[src/wsd_pkg.sv]
// Shared types and constants of the WebSocket frame deframer.
// No dependencies; every other file of the block refers to it by scoped names.
package wsd_pkg;

   // Result event codes
   localparam logic [2:0] EvByte  = 3'd0;
   localparam logic [2:0] EvEmpty = 3'd1;
   localparam logic [2:0] EvProto = 3'd2;
   localparam logic [2:0] EvLarge = 3'd3;
   localparam logic [2:0] EvLost  = 3'd4;

   // Opcode of a close frame
   localparam logic [3:0] OpClose = 4'h8;

   // Short length codes that select an extended length
   localparam logic [6:0] Len16Code = 7'd126;
   localparam logic [6:0] Len64Code = 7'd127;

   // Defaults
   localparam int          LengthBitsDef = 64;
   localparam logic [31:0] MaxFrameReset = 32'd65536;

   // Depth of the command queue between front and back
   localparam int QueueDepth = 4;
   localparam int QueuePtrW  = $clog2(QueueDepth);

   // Close status capture from the first two payload bytes
   typedef enum logic [1:0] {
      CAP_NONE = 2'd0,
      CAP_HI   = 2'd1,
      CAP_LO   = 2'd2
   } cap_type;

   // One classified item, passed from the parser to the result stage
   typedef struct packed {
      logic [2:0] ev;
      logic [7:0] data;
      logic [7:0] key;
      logic [3:0] opcode;
      logic       fin;
      logic       fe;
      cap_type    cap;
   } cmd_type;

endpackage

[src/websocket_frame_deframer_top.sv]
// Channel | ports                                     | transfer when
// req     | req_push, req_full, req_kind, req_rx_byte | req_push & !req_full
// rsp     | rsp_pop, rsp_empty, rsp_* result fields   | rsp_pop & !rsp_empty
// csr     | csr_valid, csr_ready, csr_data            | csr_valid & csr_ready
//
// One received byte is taken per cycle while req_full is low; its result, if
// any, is written into a four-entry command queue and loaded from there into the
// result register. The queue fills while the result register is held, so a stalled
// consumer raises req_full only once the queue and register are both held.
// Reset is synchronous and active high; csr_ready is always high.
// Top level of the deframer; uses wsd_pkg, wsd_front, wsd_queue and wsd_back.
module websocket_frame_deframer_top #(
   parameter int LENGTH_BITS = wsd_pkg::LengthBitsDef
) (
   input  logic        clock,
   input  logic        reset,
   input  logic        req_push,
   output logic        req_full,
   input  logic        req_kind,
   input  logic [7:0]  req_rx_byte,
   output logic        rsp_empty,
   input  logic        rsp_pop,
   output logic [2:0]  rsp_event_res,
   output logic [7:0]  rsp_payload_byte,
   output logic [3:0]  rsp_frame_opcode,
   output logic        rsp_final_fragment,
   output logic        rsp_frame_end,
   output logic [15:0] rsp_close_code,
   output logic        rsp_close_code_valid,
   input  logic        csr_valid,
   output logic        csr_ready,
   input  logic [31:0] csr_data
);

   wsd_pkg::cmd_type f_cmd, q_cmd;
   logic             f_push, q_full, q_empty, q_pop, accept;

   assign csr_ready = 1'b1;
   assign req_full  = q_full;
   assign accept    = req_push && !q_full;

   wsd_front #(
      .LENGTH_BITS(LENGTH_BITS)
   ) u_front (
      .clock    (clock),
      .reset    (reset),
      .accept   (accept),
      .kind     (req_kind),
      .rx_byte  (req_rx_byte),
      .cfg_we   (csr_valid && csr_ready),
      .cfg_data (csr_data),
      .cmd_push (f_push),
      .cmd      (f_cmd)
   );

   wsd_queue u_queue (
      .clock    (clock),
      .reset    (reset),
      .push     (f_push),
      .push_cmd (f_cmd),
      .full     (q_full),
      .pop      (q_pop),
      .pop_cmd  (q_cmd),
      .empty    (q_empty)
   );

   wsd_back u_back (
      .clock                (clock),
      .reset                (reset),
      .q_empty              (q_empty),
      .q_cmd                (q_cmd),
      .q_pop                (q_pop),
      .rsp_pop              (rsp_pop),
      .rsp_empty            (rsp_empty),
      .rsp_event_res        (rsp_event_res),
      .rsp_payload_byte     (rsp_payload_byte),
      .rsp_frame_opcode     (rsp_frame_opcode),
      .rsp_final_fragment   (rsp_final_fragment),
      .rsp_frame_end        (rsp_frame_end),
      .rsp_close_code       (rsp_close_code),
      .rsp_close_code_valid (rsp_close_code_valid)
   );

   // The parser never emits a command into a full queue
   a_no_push_full: assert property (@(posedge clock) disable iff (reset)
      f_push |-> !q_full)
      else $error("command pushed into full queue");

   // Frame end only marks payload bytes and empty frames
   a_fe_event: assert property (@(posedge clock) disable iff (reset)
      (!rsp_empty && rsp_frame_end) |->
         (rsp_event_res == wsd_pkg::EvByte || rsp_event_res == wsd_pkg::EvEmpty))
      else $error("frame end on wrong event");

   // Once captured, the close status stays valid on later results
   a_close_sticky: assert property (@(posedge clock) disable iff (reset)
      (!rsp_empty && rsp_close_code_valid) |=> (rsp_empty || rsp_close_code_valid))
      else $error("close status lost");

   // A result appears only after a command was taken from the queue
   a_rsp_source: assert property (@(posedge clock) disable iff (reset)
      $fell(rsp_empty) |-> $past(q_pop))
      else $error("result without command");

endmodule

[src/wsd_front.sv]
// Header parser: accepts received bytes, walks the frame header and turns
// payload bytes and frame events into result-stage commands. Uses wsd_pkg.
module wsd_front #(
   parameter int LENGTH_BITS = wsd_pkg::LengthBitsDef
) (
   input  logic             clock,
   input  logic             reset,
   input  logic             accept,
   input  logic             kind,
   input  logic [7:0]       rx_byte,
   input  logic             cfg_we,
   input  logic [31:0]      cfg_data,
   output logic             cmd_push,
   output wsd_pkg::cmd_type cmd
);

   localparam int CmpW = (LENGTH_BITS > 32) ? LENGTH_BITS : 32;

   typedef enum logic [2:0] {
      PH_HDR0, PH_HDR1, PH_EXT, PH_KEY, PH_DATA, PH_CLOSED
   } phase_type;

   phase_type              phase_ff, phase_in;
   logic [3:0]             op_ff, op_in;
   logic                   fin_ff, fin_in;
   logic                   masked_ff, masked_in;
   logic [2:0]             ext_ff, ext_in;
   logic [LENGTH_BITS-1:0] len_ff, len_in;
   logic [31:0]            key_ff, key_in;
   logic [1:0]             keyn_ff, keyn_in;
   logic [1:0]             ofs_ff, ofs_in;
   logic [1:0]             pos_ff, pos_in;
   logic [31:0]            max_ff;

   logic                   hd_go;
   logic [LENGTH_BITS-1:0] hd_len;
   logic [LENGTH_BITS-1:0] len_shift;
   logic [3:0]             b_op;
   logic                   hdr_err;
   logic [7:0]             key_byte;
   logic                   too_large;

   // Extended length shifts in modulo the length width
   assign len_shift = {len_ff[LENGTH_BITS-9:0], rx_byte};

   // First header byte checks: RSV, reserved opcodes, fragmented control
   assign b_op    = rx_byte[3:0];
   assign hdr_err = (rx_byte[6:4] != 3'd0)
                 || (b_op >= 4'd3 && b_op <= 4'd7)
                 || (b_op > 4'd10)
                 || (b_op >= wsd_pkg::OpClose && !rx_byte[7]);

   // Key byte for this payload offset, first key byte at the top
   always_comb begin
      case (ofs_ff)
         2'd0:    key_byte = key_ff[31:24];
         2'd1:    key_byte = key_ff[23:16];
         2'd2:    key_byte = key_ff[15:8];
         default: key_byte = key_ff[7:0];
      endcase
   end

   assign too_large = CmpW'(hd_len) > CmpW'(max_ff);

   // Next state and command
   always_comb begin
      phase_in  = phase_ff;
      op_in     = op_ff;
      fin_in    = fin_ff;
      masked_in = masked_ff;
      ext_in    = ext_ff;
      len_in    = len_ff;
      key_in    = key_ff;
      keyn_in   = keyn_ff;
      ofs_in    = ofs_ff;
      pos_in    = pos_ff;
      hd_go     = 1'b0;
      hd_len    = len_ff;
      cmd_push  = 1'b0;
      cmd.ev     = wsd_pkg::EvLost;
      cmd.data   = 8'd0;
      cmd.key    = 8'd0;
      cmd.opcode = op_ff;
      cmd.fin    = fin_ff;
      cmd.fe     = 1'b0;
      cmd.cap    = wsd_pkg::CAP_NONE;

      if (accept && phase_ff != PH_CLOSED) begin
         if (kind) begin
            phase_in = PH_CLOSED;
            cmd_push = 1'b1;
         end else begin
            case (phase_ff)
               PH_HDR0: begin
                  fin_in = rx_byte[7];
                  op_in  = b_op;
                  if (hdr_err) begin
                     phase_in   = PH_CLOSED;
                     cmd_push   = 1'b1;
                     cmd.ev     = wsd_pkg::EvProto;
                     cmd.opcode = b_op;
                     cmd.fin    = rx_byte[7];
                  end else begin
                     phase_in = PH_HDR1;
                  end
               end
               PH_HDR1: begin
                  masked_in = rx_byte[7];
                  key_in    = 32'd0;
                  keyn_in   = 2'd3;
                  len_in    = '0;
                  if (rx_byte[6:0] == wsd_pkg::Len16Code) begin
                     ext_in   = 3'd1;
                     phase_in = PH_EXT;
                  end else if (rx_byte[6:0] == wsd_pkg::Len64Code) begin
                     ext_in   = 3'd7;
                     phase_in = PH_EXT;
                  end else begin
                     ext_in = 3'd0;
                     len_in = {{(LENGTH_BITS-7){1'b0}}, rx_byte[6:0]};
                     if (rx_byte[7]) begin
                        phase_in = PH_KEY;
                     end else begin
                        hd_go  = 1'b1;
                        hd_len = {{(LENGTH_BITS-7){1'b0}}, rx_byte[6:0]};
                     end
                  end
               end
               PH_EXT: begin
                  len_in = len_shift;
                  if (ext_ff != 3'd0) begin
                     ext_in = ext_ff - 3'd1;
                  end else if (masked_ff) begin
                     phase_in = PH_KEY;
                  end else begin
                     hd_go  = 1'b1;
                     hd_len = len_shift;
                  end
               end
               PH_KEY: begin
                  key_in = {key_ff[23:0], rx_byte};
                  if (keyn_ff != 2'd0) begin
                     keyn_in = keyn_ff - 2'd1;
                  end else begin
                     hd_go  = 1'b1;
                     hd_len = len_ff;
                  end
               end
               PH_DATA: begin
                  cmd_push = 1'b1;
                  cmd.ev   = wsd_pkg::EvByte;
                  cmd.data = rx_byte;
                  cmd.key  = key_byte;
                  cmd.fe   = (len_ff == {{(LENGTH_BITS-1){1'b0}}, 1'b1});
                  if (op_ff == wsd_pkg::OpClose && pos_ff == 2'd0) begin
                     cmd.cap = wsd_pkg::CAP_HI;
                  end else if (op_ff == wsd_pkg::OpClose && pos_ff == 2'd1) begin
                     cmd.cap = wsd_pkg::CAP_LO;
                  end
                  if (pos_ff != 2'd2) begin
                     pos_in = pos_ff + 2'd1;
                  end
                  ofs_in = ofs_ff + 2'd1;
                  len_in = len_ff - {{(LENGTH_BITS-1){1'b0}}, 1'b1};
                  if (cmd.fe) begin
                     phase_in = (op_ff == wsd_pkg::OpClose) ? PH_CLOSED : PH_HDR0;
                  end
               end
               default: begin
                  phase_in = PH_CLOSED;
               end
            endcase
         end
      end

      // Header complete: check the length, then start payload or finish
      if (hd_go) begin
         ofs_in = 2'd0;
         pos_in = 2'd0;
         len_in = hd_len;
         if (too_large) begin
            phase_in = PH_CLOSED;
            cmd_push = 1'b1;
            cmd.ev   = wsd_pkg::EvLarge;
         end else if (hd_len == '0) begin
            phase_in = (op_ff == wsd_pkg::OpClose) ? PH_CLOSED : PH_HDR0;
            cmd_push = 1'b1;
            cmd.ev   = wsd_pkg::EvEmpty;
            cmd.fe   = 1'b1;
         end else begin
            phase_in = PH_DATA;
         end
      end
   end

   // Hold parser state
   always_ff @(posedge clock) begin
      if (reset) begin
         phase_ff  <= PH_HDR0;
         op_ff     <= 4'd0;
         fin_ff    <= 1'b0;
         masked_ff <= 1'b0;
         ext_ff    <= 3'd0;
         len_ff    <= '0;
         key_ff    <= 32'd0;
         keyn_ff   <= 2'd0;
         ofs_ff    <= 2'd0;
         pos_ff    <= 2'd0;
         max_ff    <= wsd_pkg::MaxFrameReset;
      end else begin
         phase_ff  <= phase_in;
         op_ff     <= op_in;
         fin_ff    <= fin_in;
         masked_ff <= masked_in;
         ext_ff    <= ext_in;
         len_ff    <= len_in;
         key_ff    <= key_in;
         keyn_ff   <= keyn_in;
         ofs_ff    <= ofs_in;
         pos_ff    <= pos_in;
         if (cfg_we) begin
            max_ff <= cfg_data;
         end
      end
   end

endmodule

[src/wsd_queue.sv]
// Short command queue that parts the parser from the result stage.
// Uses wsd_pkg for the command type and depth.
module wsd_queue (
   input  logic             clock,
   input  logic             reset,
   input  logic             push,
   input  wsd_pkg::cmd_type push_cmd,
   output logic             full,
   input  logic             pop,
   output wsd_pkg::cmd_type pop_cmd,
   output logic             empty
);

   localparam int PtrW = wsd_pkg::QueuePtrW;
   localparam int CntW = wsd_pkg::QueuePtrW + 1;

   wsd_pkg::cmd_type                 store_ff [wsd_pkg::QueueDepth];
   logic [wsd_pkg::QueuePtrW-1:0]    wr_ff, wr_in;
   logic [wsd_pkg::QueuePtrW-1:0]    rd_ff, rd_in;
   logic [CntW-1:0]                  cnt_ff, cnt_in;
   logic                             do_push, do_pop;

   assign full    = (cnt_ff == CntW'(wsd_pkg::QueueDepth));
   assign empty   = (cnt_ff == '0);
   assign do_push = push && !full;
   assign do_pop  = pop && !empty;
   assign pop_cmd = store_ff[rd_ff];

   // Advance pointers and count
   always_comb begin
      wr_in  = do_push ? wr_ff + PtrW'(1) : wr_ff;
      rd_in  = do_pop ? rd_ff + PtrW'(1) : rd_ff;
      cnt_in = cnt_ff;
      if (do_push && !do_pop) begin
         cnt_in = cnt_ff + CntW'(1);
      end else if (do_pop && !do_push) begin
         cnt_in = cnt_ff - CntW'(1);
      end
   end

   always_ff @(posedge clock) begin
      if (reset) begin
         wr_ff  <= '0;
         rd_ff  <= '0;
         cnt_ff <= '0;
      end else begin
         wr_ff  <= wr_in;
         rd_ff  <= rd_in;
         cnt_ff <= cnt_in;
      end
   end

   // Store entries
   always_ff @(posedge clock) begin
      if (do_push) begin
         store_ff[wr_ff] <= push_cmd;
      end
   end

endmodule

[src/wsd_back.sv]
// Result stage: unmasks payload bytes, keeps the close status and holds
// the result register seen on the result ports. Uses wsd_pkg.
module wsd_back (
   input  logic             clock,
   input  logic             reset,
   input  logic             q_empty,
   input  wsd_pkg::cmd_type q_cmd,
   output logic             q_pop,
   input  logic             rsp_pop,
   output logic             rsp_empty,
   output logic [2:0]       rsp_event_res,
   output logic [7:0]       rsp_payload_byte,
   output logic [3:0]       rsp_frame_opcode,
   output logic             rsp_final_fragment,
   output logic             rsp_frame_end,
   output logic [15:0]      rsp_close_code,
   output logic             rsp_close_code_valid
);

   logic        vld_ff;
   logic [15:0] cs_ff, cs_in;
   logic        csv_ff, csv_in;
   logic [7:0]  pb;
   logic [2:0]  ev_ff;
   logic [7:0]  pb_ff;
   logic [3:0]  op_ff;
   logic        fin_ff, fe_ff;
   logic [15:0] oc_ff;
   logic        ocv_ff;

   // Take a command when the result register is free or being drained
   assign q_pop = !q_empty && (!vld_ff || rsp_pop);
   assign pb    = q_cmd.data ^ q_cmd.key;

   // Capture the close status from the first two payload bytes
   always_comb begin
      cs_in  = cs_ff;
      csv_in = csv_ff;
      case (q_cmd.cap)
         wsd_pkg::CAP_HI: cs_in = {pb, 8'h00};
         wsd_pkg::CAP_LO: begin
            cs_in  = {cs_ff[15:8], pb};
            csv_in = 1'b1;
         end
         default: ;
      endcase
   end

   // Hold control state
   always_ff @(posedge clock) begin
      if (reset) begin
         vld_ff <= 1'b0;
         cs_ff  <= 16'd0;
         csv_ff <= 1'b0;
      end else begin
         if (q_pop) begin
            vld_ff <= 1'b1;
            cs_ff  <= cs_in;
            csv_ff <= csv_in;
         end else if (rsp_pop) begin
            vld_ff <= 1'b0;
         end
      end
   end

   // Load the result register
   always_ff @(posedge clock) begin
      if (q_pop) begin
         ev_ff  <= q_cmd.ev;
         pb_ff  <= pb;
         op_ff  <= q_cmd.opcode;
         fin_ff <= q_cmd.fin;
         fe_ff  <= q_cmd.fe;
         oc_ff  <= cs_in;
         ocv_ff <= csv_in;
      end
   end

   assign rsp_empty            = !vld_ff;
   assign rsp_event_res        = ev_ff;
   assign rsp_payload_byte     = pb_ff;
   assign rsp_frame_opcode     = op_ff;
   assign rsp_final_fragment   = fin_ff;
   assign rsp_frame_end        = fe_ff;
   assign rsp_close_code       = oc_ff;
   assign rsp_close_code_valid = ocv_ff;

endmodule

[config.mk]
export PLATFORM = sky130hd
export DESIGN_NAME = websocket_frame_deframer_top
export DESIGN_NICKNAME = d
export VERILOG_FILES = /design/src/wsd_pkg.sv /design/src/websocket_frame_deframer_top.sv /design/src/wsd_front.sv /design/src/wsd_queue.sv /design/src/wsd_back.sv
export SDC_FILE = /design/constraint.sdc
export NUM_CORES = 1
export LEC_CHECK = 0
export ABC_AREA = 1
export BUFFER_PORTS_ARGS = -buffer_cell sky130_fd_sc_hd__buf_2
export CAP_MARGIN = 10
export CORE_MARGIN = 2
export CORE_UTILIZATION = 60
export DETAILED_ROUTE_END_ITERATION = 10
export PLACE_DENSITY = 0.76
export SLEW_MARGIN = 20
export SYNTH_ARGS = -nofsm -noshare
export SYNTH_HDL_FRONTEND = slang
export SYNTH_SLANG_ARGS = --single-unit
[constraint.sdc]
create_clock -name clock -period 4.8 [get_ports clock]
set_input_delay 0.72 -clock clock [delete_from_list [all_inputs] [get_ports clock]]
set_output_delay 0.72 -clock clock [all_outputs]
set_load 0.005 [all_outputs]
==> flow_metrics.py <==
metrics = {
    "status": {
        "status": "complete, no violations",
    },
    "timing": {
        "hold_viol": 0,
        "max_freq_ghz": 0.226,
        "min_period_ns": 4.43,
        "period_share_pct": 92.3,
        "rsz0062_at_grt": "false",
        "setup-violations-final": 0,
        "worstMarginPinSlew_ns": 1.14,
        "drv_slew": 0,
        "maxSlewHeadroom_pct": 23.8,
        "fin_skew_ns": 0.0206,
    },
    "clock_tree": {
        "clk_latency_ns": 0.53,
        "htreeDepth": 2,
        "tritoncts": "built",
        "cts_max_path_buffers": 3,
        "ctsHoldBuffers": 0,
        "cts_buffers": 36,
        "clk_pin_slew_ns": 0.06,
        "root_buffer": "clkbuf_16",
        "cts_sinks": 315,
    },
    "final_layout": {
        "n_fill_cell": 2571,
        "drive_above_1_share_pct": 9.07,
        "utilization_pct": 67.3,
        "final_area_um2": 19800,
        "syn2layout_area_growth_pct": 11.3,
        "seqCellArea_um2": 7730,
        "final_nets": 2588,
        "instances_no_fill": 2906,
        "multiInputGateArea_um2": 8530,
    },
    "synth": {
        "synth_warnings": 0,
        "yosys.area_share.simple_pct": 24.7,
        "synth_async_sr_flop_share_pct": 0,
        "yosysTopAreaCell": "edfxtp_1",
        "yosys.cell_count.top_type": "nand2_1",
        "ys_dominant_reg_cell": "dfxtp_1",
        "synth_common_cells": "501 x nand2_1, 360 x nor2_1, 280 x inv_1",
        "synth_area_leaders": "edfxtp_1 24%, dfxtp_1 19%, nand2_1 11%",
        "yosysSeqAreaShare_pct": 43.4,
        "synthesis.nets": 2531,
        "synth_top_family_by_area": "simple AND/OR/NAND/NOR gates",
        "yosysUniqueCellTypes": 55,
        "synth_top_area_share_pct": 23.9,
        "synthAdderAreaFrac_pct": 3.69,
        "synth_compound_area_share_pct": 18.2,
        "ys_seq_elements": 315,
        "syn_area_per_cell_um2": 7.32,
        "netlist_area_um2": 17800,
        "synth.mux.area_fraction_pct": 0,
        "synth_edf_count": 142,
        "syn-instance-count": 2433,
        "synth_xor_area_share_pct": 0.934,
    },
    "critical_path": {
        "r2r_start": "u_front.ext_ff[0]",
        "critPathArrivalTime_ns": 4.84,
        "reg2regPathDepth": 28,
        "cpMostUsedCell": "nand2_1",
        "critPathMaxStageDelay_ns": 0.41,
        "cp-start-kind": "flop",
        "worst-setup-path-type": "flop to flop",
        "r2r_end": "u_queue.cnt_ff[1]",
        "critical_path.slowest_cell": "fa_1",
        "cp_data_required_time_ns": 5.21,
        "r2r_slack_ns": 0.37,
        "cp-end-kind": "flop",
        "worst-path-max-fanout": 24,
    },
    "global_route": {
        "grt_pass1_wl_um": 84600,
        "grt_pass1_vias": 16657,
        "grt_max_degree": 89,
        "top_usage_layer": "met2",
        "antenna_found_initial": 1,
        "grtUsageMet1_pct": 42.7,
        "grtUsageMet2_pct": 57.5,
        "grt_usage_pct": 34.0,
        "met3_usage_pct": 5.04,
        "grt-ovfl-total": 0,
    },
    "place": {
        "place_area_um2": 18700,
        "port_buffers": 81,
        "gp_congestion": 1.05,
        "dp.cells": 2841,
        "hpwlAfterDp_um": 36200,
    },
    "routing": {
        "wl_per_cell_um": 18.3,
        "wl_um": 53100,
        "drt-initial-drc-count": 1913,
        "detail-route-antenna-nets": 0,
        "drc_errors": 0,
        "vias": 17376,
        "vias_per_cell": 5.98,
        "first_pass_iters": 8,
    },
    "die": {
        "core_um2": 29500,
        "die_w_um": 176,
        "num_rows": 63,
        "die_h_um": 176,
        "dieArea_um2": 31100,
        "io_pins": 83,
        "initial_utilization_pct": 60.4,
    },
    "power": {
        "fin_total_pwr_uw": 9930,
        "leakage_uw": 0.00887,
        "ir_worst_vdd_v": 0.000294,
        "power_density_nw_per_um2": 501,
    },
    "min_path": {
        "hold_start": "csr_data[16]",
        "hold_class": "primary input to flop",
        "hold_end": "u_front.max_ff[16]",
        "hold_depth": 3,
    },
    "flow_run": {
        "cap_violations": 0,
    },
}
[metal layers]
| layer | routed length (µm) | share of wire [%] |
|---|---|---|
| met1 | 20800 | 39 |
| met2 | 25400 | 48 |
| met3 | 4570 | 8.6 |
| met4 | 2320 | 4.4 |
| met5 | 0 | 0 |
[per-stage QoR]
step	hold slack, ns	setup TNS, ns	worst slack, ns
finish	0.413	0	0.371
detailed placement	0.456	-0.131	-0.0754
floorplan	0.431	0	0.570
global route	0.421	0	0.0610
CTS	0.395	0	0.134
global placement	0.439	0	0.0292
[where the power goes]
part           internal [µW]  total, µW  switching, µW
Clock                   1540       2630           1090
Sequential              3370       3570            201
Combinational           1120       3740           2610
Total                   6030       9930           3910
[worst max-delay path: cells and delay by family (launching register included)]
kind	cells	cell delay, ns
AO/OA/AOI/OAI	5	0.75
adder cells (fa/ha/maj)	4	1.10
AND/OR/NAND/NOR	15	1.62
buffers and inverters	4	0.52
flip-flops	1	0.31
[logic make-up (layout without fill, tap and decap cells)]
kind of cell	Yosys count	after routing
fa+ha+maj	52	52
simple gates	1057	1057
xor+xnor	19	19
flops	315	315
buf+inv	407	489
other cells	1	2
compound gates	582	582
[placed cells by master, fill, tap and decap left out, types with 4 or more instances in the layout]
master | synthesis | layout
nand3b_1 | 13 | 13
nor2_1 | 360 | 359
buf_12 | 0 | 5
clkbuf_16 | 0 | 36
clkbuf_8 | 0 | 6
buf_4 | 3 | 48
nor2_2 | 5 | 5
a31oi_1 | 16 | 15
a311oi_1 | 11 | 11
dfxtp_1 | 173 | 173
nor3_1 | 27 | 26
nand4_1 | 28 | 28
ha_1 | 51 | 51
o211ai_1 | 20 | 20
o21ai_0 | 250 | 250
edfxtp_1 | 142 | 142
nor4_1 | 8 | 7
clkinv_1 | 3 | 7
nand2_1 | 501 | 499
clkbuf_1 | 74 | 10
inv_2 | 9 | 10
o22ai_1 | 33 | 33
a21oi_1 | 192 | 192
a22oi_1 | 32 | 32
nand3_1 | 94 | 94
a221oi_1 | 6 | 6
inv_1 | 280 | 279
nand2_2 | 4 | 6
nand3_4 | 3 | 4
xor2_1 | 18 | 18
buf_2 | 22 | 81
[how the worst max path moves through the flow]
stage / cells after the start / from / slack (ns) / endpoint
6_report: 28 / u_front.ext_ff[0] / 0.37 / u_queue.cnt_ff[1]
5_1_grt: 28 / u_front.ext_ff[0] / 0.06 / u_queue.cnt_ff[1]
4_1_cts: 28 / u_front.ext_ff[0] / 0.13 / u_queue.cnt_ff[2]
3_5_place_dp: 28 / req_rx_byte[2] / -0.08 / u_queue.cnt_ff[2]
3_3_place_gp: 29 / req_rx_byte[5] / 0.03 / u_queue.cnt_ff[2]
2_1_floorplan: 10 / rsp_pop / 0.57 / u_queue.cnt_ff[1]
[area by class of cell]
class	instances	area share, %
antenna	1	0.0126
multi-input combinational	1711	43.0
inverter	292	5.53
sequential	315	39.0
clock buffer	53	5.17
clock inverter	10	0.461
timing repair buffer	134	4.37
tap	390	2.46
[registers in the layout, summed over array words and instances (netlist names), 3 cells and up, named ones only]
name and cells:
u_front.ext_ff 3, u_front.len_ff 64, u_back.rsp_frame_opcode 4, u_front.max_ff 32, u_back.rsp_payload_byte 8, u_front.op_ff 4
u_queue.cnt_ff 3, u_back.rsp_event_res 3, u_front.phase_ff 3, u_back.cs_ff 16, u_front.key_ff 32, u_back.rsp_close_code 16
u_queue.store_ff 108
[repair_timing]
| action | CTS | global route |
|---|---|---|
| endpoints found under the setup margin | 0 | 2 |
| buffers inserted | 0 | 1 |
| resized for setup | 0 | 5 |
Power figures use the tool's default switching activity.
